[src/rtl/core/cdts_pkg.sv]
`default_nettype none

package cdts_pkg;

  localparam int NUM_TASKS_DEF = 64;
  // Widest slot index the table request can carry (NUM_TASKS up to 256).
  localparam int SLOT_MAX_W    = 8;
  localparam int CMD_W         = 3;
  localparam int SLOT_W        = 6;
  localparam int CNT_W         = 16;
  localparam int PRIO_W        = 8;
  localparam int DEPTH_W       = 8;

  typedef enum logic [1:0] {
    ST_EMPTY   = 2'd0,
    ST_RUNNING = 2'd1,
    ST_ZOMBIE  = 2'd2
  } run_state_t;

  typedef enum logic [CMD_W-1:0] {
    CMD_TICK    = 3'd0,
    CMD_YIELD   = 3'd1,
    CMD_EXIT    = 3'd2,
    CMD_CREATE  = 3'd3,
    CMD_PRE_DIS = 3'd4,
    CMD_PRE_EN  = 3'd5
  } cmd_t;

  typedef enum logic [2:0] {
    S_IDLE,
    S_CUR,
    S_SCAN,
    S_FILL,
    S_DONE
  } sched_state_t;

  typedef struct packed {
    run_state_t               run_state;
    logic signed [CNT_W-1:0]  slice_counter;
    logic [PRIO_W-1:0]        task_prio;
    logic [DEPTH_W-1:0]       preempt_depth;
  } entry_t;

  typedef struct packed {
    logic                  rd_en;
    logic [SLOT_MAX_W-1:0] rd_addr;
    logic                  wr_en;
    logic [SLOT_MAX_W-1:0] wr_addr;
    entry_t                wr_data;
  } tbl_req_t;

  // Contents of a slot that has not been written since reset.
  function automatic entry_t reset_entry(input logic slot_zero);
    entry_t e;
    e.run_state     = slot_zero ? ST_RUNNING : ST_EMPTY;
    e.slice_counter = '0;
    e.task_prio     = slot_zero ? PRIO_W'(1) : '0;
    e.preempt_depth = '0;
    return e;
  endfunction

endpackage

`default_nettype wire

[src/rtl/core/cdts_table.sv]
`default_nettype none

module cdts_table
  import cdts_pkg::*;
#(
  parameter int NUM_TASKS = NUM_TASKS_DEF
) (
  input  wire logic     clk,
  input  wire logic     rst,
  input  wire tbl_req_t req,
  output entry_t        rd_entry
);

  localparam int IW = $clog2(NUM_TASKS);

  entry_t               mem [NUM_TASKS];
  logic [NUM_TASKS-1:0] written;
  entry_t               rd_data;
  logic                 rd_written;
  logic                 rd_zero;

  always_ff @(posedge clk) begin
    if (req.wr_en) begin
      mem[req.wr_addr[IW-1:0]] <= req.wr_data;
    end
    if (req.rd_en) begin
      rd_data    <= mem[req.rd_addr[IW-1:0]];
      rd_written <= written[req.rd_addr[IW-1:0]];
      rd_zero    <= (req.rd_addr[IW-1:0] == '0);
    end
  end

  // Per-slot written flags stand in for clearing the array after reset.
  always_ff @(posedge clk) begin
    if (rst) begin
      written <= '0;
    end else if (req.wr_en) begin
      written[req.wr_addr[IW-1:0]] <= 1'b1;
    end
  end

  assign rd_entry = rd_written ? rd_data : reset_entry(rd_zero);

endmodule

`default_nettype wire

[src/rtl/core/counter_decay_task_scheduler.sv]
// Create and unknown commands go straight from idle to the result state; preempt commands
// and ticks that do not reschedule first rewrite the current slot; a reschedule adds a scan
// of all NUM_TASKS slots and, when the best counter is zero, a refill pass and a second scan,
// each paced by one table read a cycle.
// One request is in flight at a time; a new one is taken the cycle after its result
// is registered. Synchronous reset; the table reads as its reset contents at once.
`default_nettype none

module counter_decay_task_scheduler
  import cdts_pkg::*;
#(
  parameter int NUM_TASKS = NUM_TASKS_DEF
) (
  input  wire logic              clk,
  input  wire logic              rst,
  input  wire logic              in_valid,
  output logic                   in_ready,
  input  wire logic [CMD_W-1:0]  cmd,
  input  wire logic [SLOT_W-1:0] task_slot,
  input  wire logic [PRIO_W-1:0] task_priority,
  output logic                   out_valid,
  input  wire logic              out_ready,
  output logic                   switched,
  output logic [SLOT_W-1:0]      next_task,
  output logic [SLOT_W-1:0]      prev_task,
  output logic                   no_runnable
);

  localparam int IW = $clog2(NUM_TASKS);
  localparam logic [IW:0] CNT_END = (IW+1)'(NUM_TASKS);
  localparam logic signed [CNT_W-1:0] NO_BEST = '1;
  localparam logic signed [CNT_W-1:0] CNT_MIN = {1'b1, {(CNT_W-1){1'b0}}};
  localparam logic signed [CNT_W-1:0] CNT_ONE = CNT_W'(1);
  localparam logic [DEPTH_W-1:0] DEPTH_MAX = '1;

  sched_state_t            state, state_next;
  cmd_t                    cmd_q, cmd_q_next;
  logic [IW-1:0]           cur, cur_next;
  logic [IW-1:0]           prev_q, prev_q_next;
  logic [IW:0]             cnt, cnt_next;
  logic signed [CNT_W-1:0] best_c, best_c_next;
  logic [IW-1:0]           best_idx, best_idx_next;
  logic                    refilled, refilled_next;
  logic                    none_q, none_q_next;
  logic                    out_load;

  tbl_req_t                req;
  entry_t                  e;

  // Datapath terms shared by the next-state and output logic.
  logic [IW-1:0]           proc_idx;
  logic                    scan_end;
  logic                    cand;
  logic signed [CNT_W-1:0] best_c_upd;
  logic [IW-1:0]           best_idx_upd;
  logic                    found;
  entry_t                  cur_wr;
  logic                    cur_sched;
  entry_t                  fill_wr;
  logic                    fill_en;
  logic signed [CNT_W-1:0] dec;
  logic                    create_ok;

  cdts_table #(
    .NUM_TASKS (NUM_TASKS)
  ) u_table (
    .clk      (clk),
    .rst      (rst),
    .req      (req),
    .rd_entry (e)
  );

  always_comb begin
    proc_idx     = IW'(cnt - 1'b1);
    scan_end     = (cnt == CNT_END);
    cand         = (cnt != '0) && (e.run_state == ST_RUNNING) &&
                   ($signed(e.slice_counter) > best_c);
    best_c_upd   = cand ? $signed(e.slice_counter) : best_c;
    best_idx_upd = cand ? proc_idx : best_idx;
    found        = !best_c_upd[CNT_W-1];
    create_ok    = int'(task_slot) < NUM_TASKS;

    dec       = ($signed(e.slice_counter) == CNT_MIN) ? CNT_MIN :
                $signed(e.slice_counter) - CNT_ONE;
    cur_wr    = e;
    cur_sched = 1'b0;
    case (cmd_q)
      CMD_TICK: begin
        if (dec > 0 || e.preempt_depth != '0) begin
          cur_wr.slice_counter = dec;
        end else begin
          cur_wr.slice_counter = '0;
          cur_sched            = 1'b1;
        end
      end
      CMD_YIELD: begin
        cur_wr.slice_counter = '0;
        cur_sched            = 1'b1;
      end
      CMD_EXIT: begin
        cur_wr.run_state     = ST_ZOMBIE;
        cur_wr.slice_counter = '0;
        cur_sched            = 1'b1;
      end
      CMD_PRE_DIS: begin
        if (e.preempt_depth != DEPTH_MAX) begin
          cur_wr.preempt_depth = e.preempt_depth + 1'b1;
        end
      end
      CMD_PRE_EN: begin
        if (e.preempt_depth != '0) begin
          cur_wr.preempt_depth = e.preempt_depth - 1'b1;
        end
      end
      default: begin
        cur_wr = e;
      end
    endcase

    // Halving plus at most 255 stays well inside the counter range.
    fill_wr               = e;
    fill_wr.slice_counter = ($signed(e.slice_counter) >>> 1) +
                            $signed(CNT_W'(e.task_prio));
    fill_en               = (cnt != '0) && (e.run_state != ST_EMPTY);
  end

  always_comb begin
    state_next = state;
    unique case (state)
      S_IDLE: begin
        if (in_valid) begin
          case (cmd_t'(cmd))
            CMD_TICK, CMD_YIELD, CMD_EXIT, CMD_PRE_DIS, CMD_PRE_EN: state_next = S_CUR;
            default: state_next = S_DONE;
          endcase
        end
      end
      S_CUR: state_next = cur_sched ? S_SCAN : S_DONE;
      S_SCAN: begin
        if (scan_end) begin
          if (found && best_c_upd == '0 && !refilled) begin
            state_next = S_FILL;
          end else begin
            state_next = S_DONE;
          end
        end
      end
      S_FILL: begin
        if (scan_end) begin
          state_next = S_SCAN;
        end
      end
      S_DONE: begin
        if (!out_valid || out_ready) begin
          state_next = S_IDLE;
        end
      end
      default: state_next = S_IDLE;
    endcase
  end

  always_comb begin
    req           = '0;
    in_ready      = 1'b0;
    out_load      = 1'b0;
    cmd_q_next    = cmd_q;
    cur_next      = cur;
    prev_q_next   = prev_q;
    cnt_next      = cnt;
    best_c_next   = best_c;
    best_idx_next = best_idx;
    refilled_next = refilled;
    none_q_next   = none_q;
    unique case (state)
      S_IDLE: begin
        in_ready = 1'b1;
        if (in_valid) begin
          cmd_q_next  = cmd_t'(cmd);
          prev_q_next = cur;
          none_q_next = 1'b0;
          req.rd_en   = 1'b1;
          req.rd_addr = SLOT_MAX_W'(cur);
          if (cmd_t'(cmd) == CMD_CREATE && create_ok) begin
            req.wr_en                 = 1'b1;
            req.wr_addr               = SLOT_MAX_W'(task_slot);
            req.wr_data.run_state     = ST_RUNNING;
            req.wr_data.slice_counter = $signed(CNT_W'(task_priority));
            req.wr_data.task_prio     = task_priority;
            req.wr_data.preempt_depth = '0;
          end
        end
      end
      S_CUR: begin
        req.wr_en     = 1'b1;
        req.wr_addr   = SLOT_MAX_W'(cur);
        req.wr_data   = cur_wr;
        cnt_next      = '0;
        best_c_next   = NO_BEST;
        best_idx_next = '0;
        refilled_next = 1'b0;
      end
      S_SCAN: begin
        req.rd_en     = !scan_end;
        req.rd_addr   = SLOT_MAX_W'(cnt[IW-1:0]);
        cnt_next      = cnt + 1'b1;
        best_c_next   = best_c_upd;
        best_idx_next = best_idx_upd;
        if (scan_end) begin
          cnt_next = '0;
          if (!found) begin
            none_q_next = 1'b1;
          end else if (best_c_upd == '0 && !refilled) begin
            refilled_next = 1'b1;
          end else begin
            cur_next = best_idx_upd;
          end
        end
      end
      S_FILL: begin
        req.rd_en   = !scan_end;
        req.rd_addr = SLOT_MAX_W'(cnt[IW-1:0]);
        req.wr_en   = fill_en;
        req.wr_addr = SLOT_MAX_W'(proc_idx);
        req.wr_data = fill_wr;
        cnt_next    = cnt + 1'b1;
        if (scan_end) begin
          cnt_next      = '0;
          best_c_next   = NO_BEST;
          best_idx_next = '0;
        end
      end
      S_DONE: begin
        out_load = !out_valid || out_ready;
      end
      default: begin
        req = '0;
      end
    endcase
  end

  always_ff @(posedge clk) begin
    if (rst) begin
      state     <= S_IDLE;
      cur       <= '0;
      cnt       <= '0;
      refilled  <= 1'b0;
      out_valid <= 1'b0;
    end else begin
      state    <= state_next;
      cur      <= cur_next;
      cnt      <= cnt_next;
      refilled <= refilled_next;
      if (out_load) begin
        out_valid <= 1'b1;
      end else if (out_ready) begin
        out_valid <= 1'b0;
      end
    end
  end

  always_ff @(posedge clk) begin
    cmd_q    <= cmd_q_next;
    prev_q   <= prev_q_next;
    best_c   <= best_c_next;
    best_idx <= best_idx_next;
    none_q   <= none_q_next;
    if (out_load) begin
      switched    <= (cur != prev_q);
      next_task   <= SLOT_W'(cur);
      prev_task   <= SLOT_W'(prev_q);
      no_runnable <= none_q;
    end
  end

endmodule

`default_nettype wire

[config.mk]
export PLATFORM = sky130hd
export DESIGN_NAME = counter_decay_task_scheduler
export DESIGN_NICKNAME = d
export VERILOG_FILES = /design/src/rtl/core/cdts_pkg.sv /design/src/rtl/core/cdts_table.sv /design/src/rtl/core/counter_decay_task_scheduler.sv
export SDC_FILE = /design/constraint.sdc
export NUM_CORES = 2
export LEC_CHECK = 0
export ABC_AREA = 1
export BUFFER_PORTS_ARGS = -buffer_cell sky130_fd_sc_hd__buf_2
export CELL_PAD_IN_SITES_DETAIL_PLACEMENT = 0
export CELL_PAD_IN_SITES_GLOBAL_PLACEMENT = 1
export CORE_MARGIN = 5
export CORE_UTILIZATION = 30
export DETAILED_ROUTE_END_ITERATION = 10
export GPL_ROUTABILITY_DRIVEN = 0
export PLACE_DENSITY_LB_ADDON = 0.1
export REMOVE_ABC_BUFFERS = 1
export SYNTH_ARGS = -nofsm -noshare
export SYNTH_HDL_FRONTEND = slang
export SYNTH_SLANG_ARGS = --single-unit
[constraint.sdc]
create_clock -name clk -period 8 [get_ports clk]
set_input_delay 0.4 -clock clk [delete_from_list [all_inputs] [get_ports clk]]
set_output_delay 0.4 -clock clk [all_outputs]
set_load 0.01 [all_outputs]
[Yosys cells after proc, flatten, opt, wreduce, memory -nomap -nowiden]
Memories as Yosys holds them, arrays and structs flattened. A register that Yosys moved wholly into a read port is not among the register bits.
Cells that the tools add are included.
Storage, ports and cells
  flip-flop bits (word level): 130
  bits in writable memories: 2176
  input bits: 21
  output and inout bits: 16
  word-level logic and storage cells: 142
  memories kept: 1
Cells by class
  add/subtract/negate cells: 6
  $lt $le $gt $ge: 5
  eq/ne operators: 25
  mux-type cells: 50
  bitwise operators: 3
  reduce and logical (&&, ||, !) cells: 35
Memories
  u_table.mem: words 64, width 34, rd ports 1, clocked after memory_dff 1, wr ports 1, RTL line cdts_table.sv:16  | entry_t mem [NUM_TASKS];
Operators by type and width (count)
  one-hot mux 43 bit (3 select lines): 1
  2-to-1 mux 16 bit: 4
  OR 64 bit: 1
  2-to-1 mux 52 bit: 1
  one-hot mux 16 bit (3 select lines): 1
  2-to-1 mux 43 bit: 1
  2-to-1 mux 34 bit: 1
  one-hot mux 16 bit (2 select lines): 1
  2-to-1 mux 3 bit: 7
  one-hot mux 6 bit (3 select lines): 1
  one-hot mux 9 bit (2 select lines): 1
  2-to-1 mux 1 bit: 17
  adder 15 x 9 -> 16 bit: 1
  == test 16 bit, second input constant: 1
  greater-than comparator 16 x 1 -> 1 bit, second input constant: 1
  greater-than comparator 16 bit: 1
  logical NOT 16 bit: 1
  2-to-1 mux 8 bit: 2
  one-hot mux 8 bit (2 select lines): 1
  AND reduction 4 bit: 4
  subtractor 16 x 2 -> 16 bit, second input constant: 1
  == test 3 x 2 -> 1 bit, second input constant: 5
  == test 3 bit, second input constant: 5
  one-hot mux 3 bit (5 select lines): 1
  32 further kinds: 63

[Longest topological paths before layout]
  word-level depth: 14
  depth in mapped cells: 27

[Hierarchy]
Synthesis repeated with hierarchy kept, for this count alone.
Second synthesis, totals
  cell total of the unflattened synthesis: 9959
  area total of the unflattened synthesis: 101232.1 um^2
By module, submodules not included
  cdts_table: times used 1, cells each 9165, area each 95774.4 um^2, seq. area each 67704.9 um^2
  counter_decay_task_scheduler: times used 1, cells each 794, area each 5457.7 um^2, seq. area each 1741.7 um^2

[Least setup slack after synthesis]
OpenSTA, ideal clock, no wires.
  path kind: register to register
  start point: reg u_table.rd_written
  end point: mem u_table.mem[0][30] in the netlist's numbering, data pin
  setup time: 0.702 ns
  arrival: 5.103 ns
  data required time: 7.298 ns
  setup slack: 2.196 ns
  cell stages (with the launch flop): 20
  path buffers: 3
  path through: edfxtp_1 -> buf_6 -> buf_4 -> clkbuf_1 -> nand2_1 -> inv_1 -> ha_1 -> nand2_1 -> nand2_1 -> a31oi_1 -> nor2_1 -> nor2_1 -> o21ai_1 -> inv_1 -> nor2_1 -> nor2_1 -> nor4_1 -> nand2_1 -> xor2_1 -> o21ai_0
RTL lines
  start: declaration: RTL line cdts_table.sv:19  | logic rd_written;
  start signal: assignment: RTL line cdts_table.sv:28  | rd_written <= written[req.rd_addr[IW-1:0]];
  end: declaration: RTL line cdts_table.sv:16

[Worst setup path in the final report]
  start point: reg state[2]
  end point: mem u_table.mem[39][9] in the netlist's numbering (enable)
Between the ends
  cells in the longest elaborated chain, start to end: 4
  elaborated cells between the ends (all ways): 6
Ends and longest elaborated chain
  start: declaration: RTL line counter_decay_task_scheduler.sv:36  | sched_state_t state, state_next;
  start signal: assignment: RTL line counter_decay_task_scheduler.sv:249  | state <= state_next;
  == test 3 x 2 -> 1 bit (tied with other cells): RTL line counter_decay_task_scheduler.sv:174  | unique case (state)
  one-hot mux 43 bit (3 select lines) *: RTL line counter_decay_task_scheduler.sv:174
  2-to-1 mux 1 bit: RTL line cdts_table.sv:23  | if (req.wr_en) begin
  2-to-1 mux 1 bit (implied by the code): RTL line cdts_table.sv:24  | mem[req.wr_addr[IW-1:0]] <= req.wr_data;
Every way passes the cells marked *; elsewhere a longest branch is shown, timed or not.

==> results by group <==
Floorplan
  • IO Count: 37
  • Die width: 568.4 um
  • Initial Utilization: 30.06%
  • Row cnt: 205
  • Total Die Area: 323000 um2
  • Core area: 311100 um2
  • Die height: 568.4 um

Route
  • DRC violations left: 0
  • Met3 WL post-DR: 20980 um
  • Routed met2 length: 146300 um
  • Vias: 60440
  • Detailed Route WL: 321700 um
  • Post-DRT Antenna Nets: 0
  • Top layer in use: met5
  • DRT met1 WL: 147000 um
  • Via density per instance: 5.183
  • Initial drt markers: 5449
  • Wire length per cell: 27.59 um
  • TritonRoute pass-1 iters: 6

Synthesis
  • Sequential fraction of the synthesis area: 74.25%
  • Synthesized netlist cell count: 7268
  • Post-synth top flop: edfxtp_1
  • Post-synth top area share: 72.49%
  • Yosys reg bits: 2340
  • Async S/R FF share, synth: 0%
  • Top-count cell post-synth: edfxtp_1
  • Distinct cells, synth: 55
  • Syn Area/Cell: 12.87 um2
  • Post-synth top area cell: edfxtp_1
  • Top post-synthesis cells by count: edfxtp_1, nor2_1, o21ai_0, nand2_1, o22ai_1
  • Syn Std Cell Area: 93530 um2
  • Top cells by area, synth: edfxtp_1, o21ai_0, nor2_1
  • Post-synth EDFFs: 2258
  • Synth warn: 0

Setup path
  • Crit end category: register
  • CP Data Required Time: 8.51 ns
  • Kind of critical path: reg -> reg
  • CP startpoint kind: register
  • CP Data Arrival Time: 6.13 ns
  • CP Max Fanout: 23

Clocking
  • Clock root buffer: clkbuf_16
  • Sink Count: 2340
  • H-tree depth: 5
  • Reg clk slew, reported paths: 0.06 ns
  • Inserted Clock Buffers: 280
  • # resized after CTS: 0
  • CTS tree: done
  • CTS max path bufs: 4
  • Worst-skew pair later-pin latency: 0.89 ns

Finish
  • Layout Nets: 7339
  • Final instance area: 108100 um2
  • Area delta synth->final: 15.60%
  • Layout cells sized above 1: 10.08%

STA
  • Final period util: 70.23%
  • Final setup fails: 0
  • Slew HR: 15.11%
  • Slew Limit Fails: 0
  • Worst Tran Pin Value: 1.270 ns
  • Setup TNS: 0 ns
  • FMAX: 0.1780 GHz
  • RSZ-0062 raised after global routing: false
  • Clock skew: 0.04810 ns
  • Final Hold Viols: 0
  • Fin crit period: 5.619 ns

Global route
  • Initial antenna violation count: 12
  • First-pass GRT wire length: 455200 um
  • Global Route Usage Sum: 19.30%
  • Vias in the first global route: 58709
  • Pin count of the biggest net entering global routing: 137
  • Total gr overflow: 0

Placed design
  • Port bufs: 36
  • Placed wire-length estimate: 182300 um
  • Area of placed instances: 99360 um2

Power and ir drop
  • Power Density: 248.2 nW/um2
  • Static leakage: 0.03437 uW
  • Worst vdd ir: 164.2 uV

Run
  • Max Cap Violations: 0

Run status
  • Status: completed

Hold path
  • Worst min path class: in -> reg
==> per-layer routing <==
metal  track usage, %  vias to the layer above
met5                0                        -
met4            4.455                       10
met3            4.024                      406
met2            30.36                     1614
met1            27.43                    31143
li1                 -                    27267
==> where the power goes <==
group | switching (uW) | internal [uW] | total, uW
clock network | 5150 | 7090 | 12200
logic | 782 | 172 | 954
registers | 47.6 | 13600 | 13600
==> state kept, by name, summed over array words and instances, names as in the netlist <==
name	flops
next_task	6
no_runnable	1
out_valid	1
prev_q	6
u_table.written	64
best_c	16
cur	6
refilled	1
u_table.rd_written	1
u_table.rd_data	34
cnt	7
prev_task	6
switched	1
u_table.mem	2176
none_q	1
u_table.rd_zero	1
best_idx	6
cmd_q	3
state	3
==> placed cells by master (no fill, tap or decap), drive strengths merged, types with 2 or more instances in the layout <==
cell type	n
a21oi	103
a221oi	7
a22o	2
a31oi	22
a32o	18
buf	227
bufinv	13
clkbuf	361
clkinv	112
clkinvlp	3
dfxtp	82
diode	10
dlygate4sd3	6
edfxtp	2258
ha	29
inv	170
nand2	462
nand3	211
nand4	64
nor2	1422
nor3	14
nor3b	2
nor4	5
o211ai	92
o21a	2
o21ai	1201
o221ai	202
o22ai	377
o31ai	3
or2	9
xnor2	4
xor2	19
==> path summary, 6_finish.rpt <==
kind                       start             endpoint  slack (ns)  depth (start not counted)
min reg2reg  u_table.written[35]  u_table.written[35]        0.46                          2
min             task_priority[1]   u_table.mem[12][9]        0.15                          3
max reg2reg             state[2]   u_table.mem[39][9]        2.38                         12
max                     state[2]   u_table.mem[39][9]        2.38                         12
==> layout make-up <==
class | instances | area [um2]
inverter | 155 | 606.8
multi-input combinational | 4279 | 22170
timing repair buffer | 233 | 2014
antenna | 10 | 25.02
clock buffer | 361 | 7528
clock inverter | 143 | 1156
fill | 30331 | 203000
tap | 4140 | 5180
sequential | 2340 | 69450
==> critical path, cell delays in order, from the launching register on <==
cell and delay, ns:
dfxtp_1 0.46, inv_2 0.11, nand2_4 0.29, nor2_1 0.08
buf_4 0.24, inv_1 0.76, o22ai_1 0.16, a21oi_1 0.67
inv_1 0.21, nor2_1 0.61, inv_1 0.53, nor2_4 0.53
buf_4 0.50
==> through the flow <==
step	hold WS, ns	utilization, %	total power, uW	cells	setup WS [ns]
global placement	0.4436	31.93	14860	11141	2.600
finish	0.1497	34.75	26840	11661	2.381
floorplan	0.4003	-	14350	6774	-13.87
CTS	0.07940	34.74	27220	11651	2.577
global route	0.1137	34.75	27790	11652	2.174
detailed placement	0.4543	31.93	14870	11141	2.612
==> kinds of logic after synthesis <==
group | after synthesis | synth area share [%]
buf+inv | 649 | 3.011
compound gates | 2035 | 12.69
flops | 2340 | 74.25
simple gates | 2192 | 9.450
xor+xnor | 23 | 0.2154
fa+ha+maj | 29 | 0.3879
==> timing repair <==
action	CTS	global route
setup buffers	0	0
setup endpoints to repair	0	0
endpoints found under the hold margin	28	0
hold buffers	6	0
Note: power is estimated with default switching activity, not from simulation.
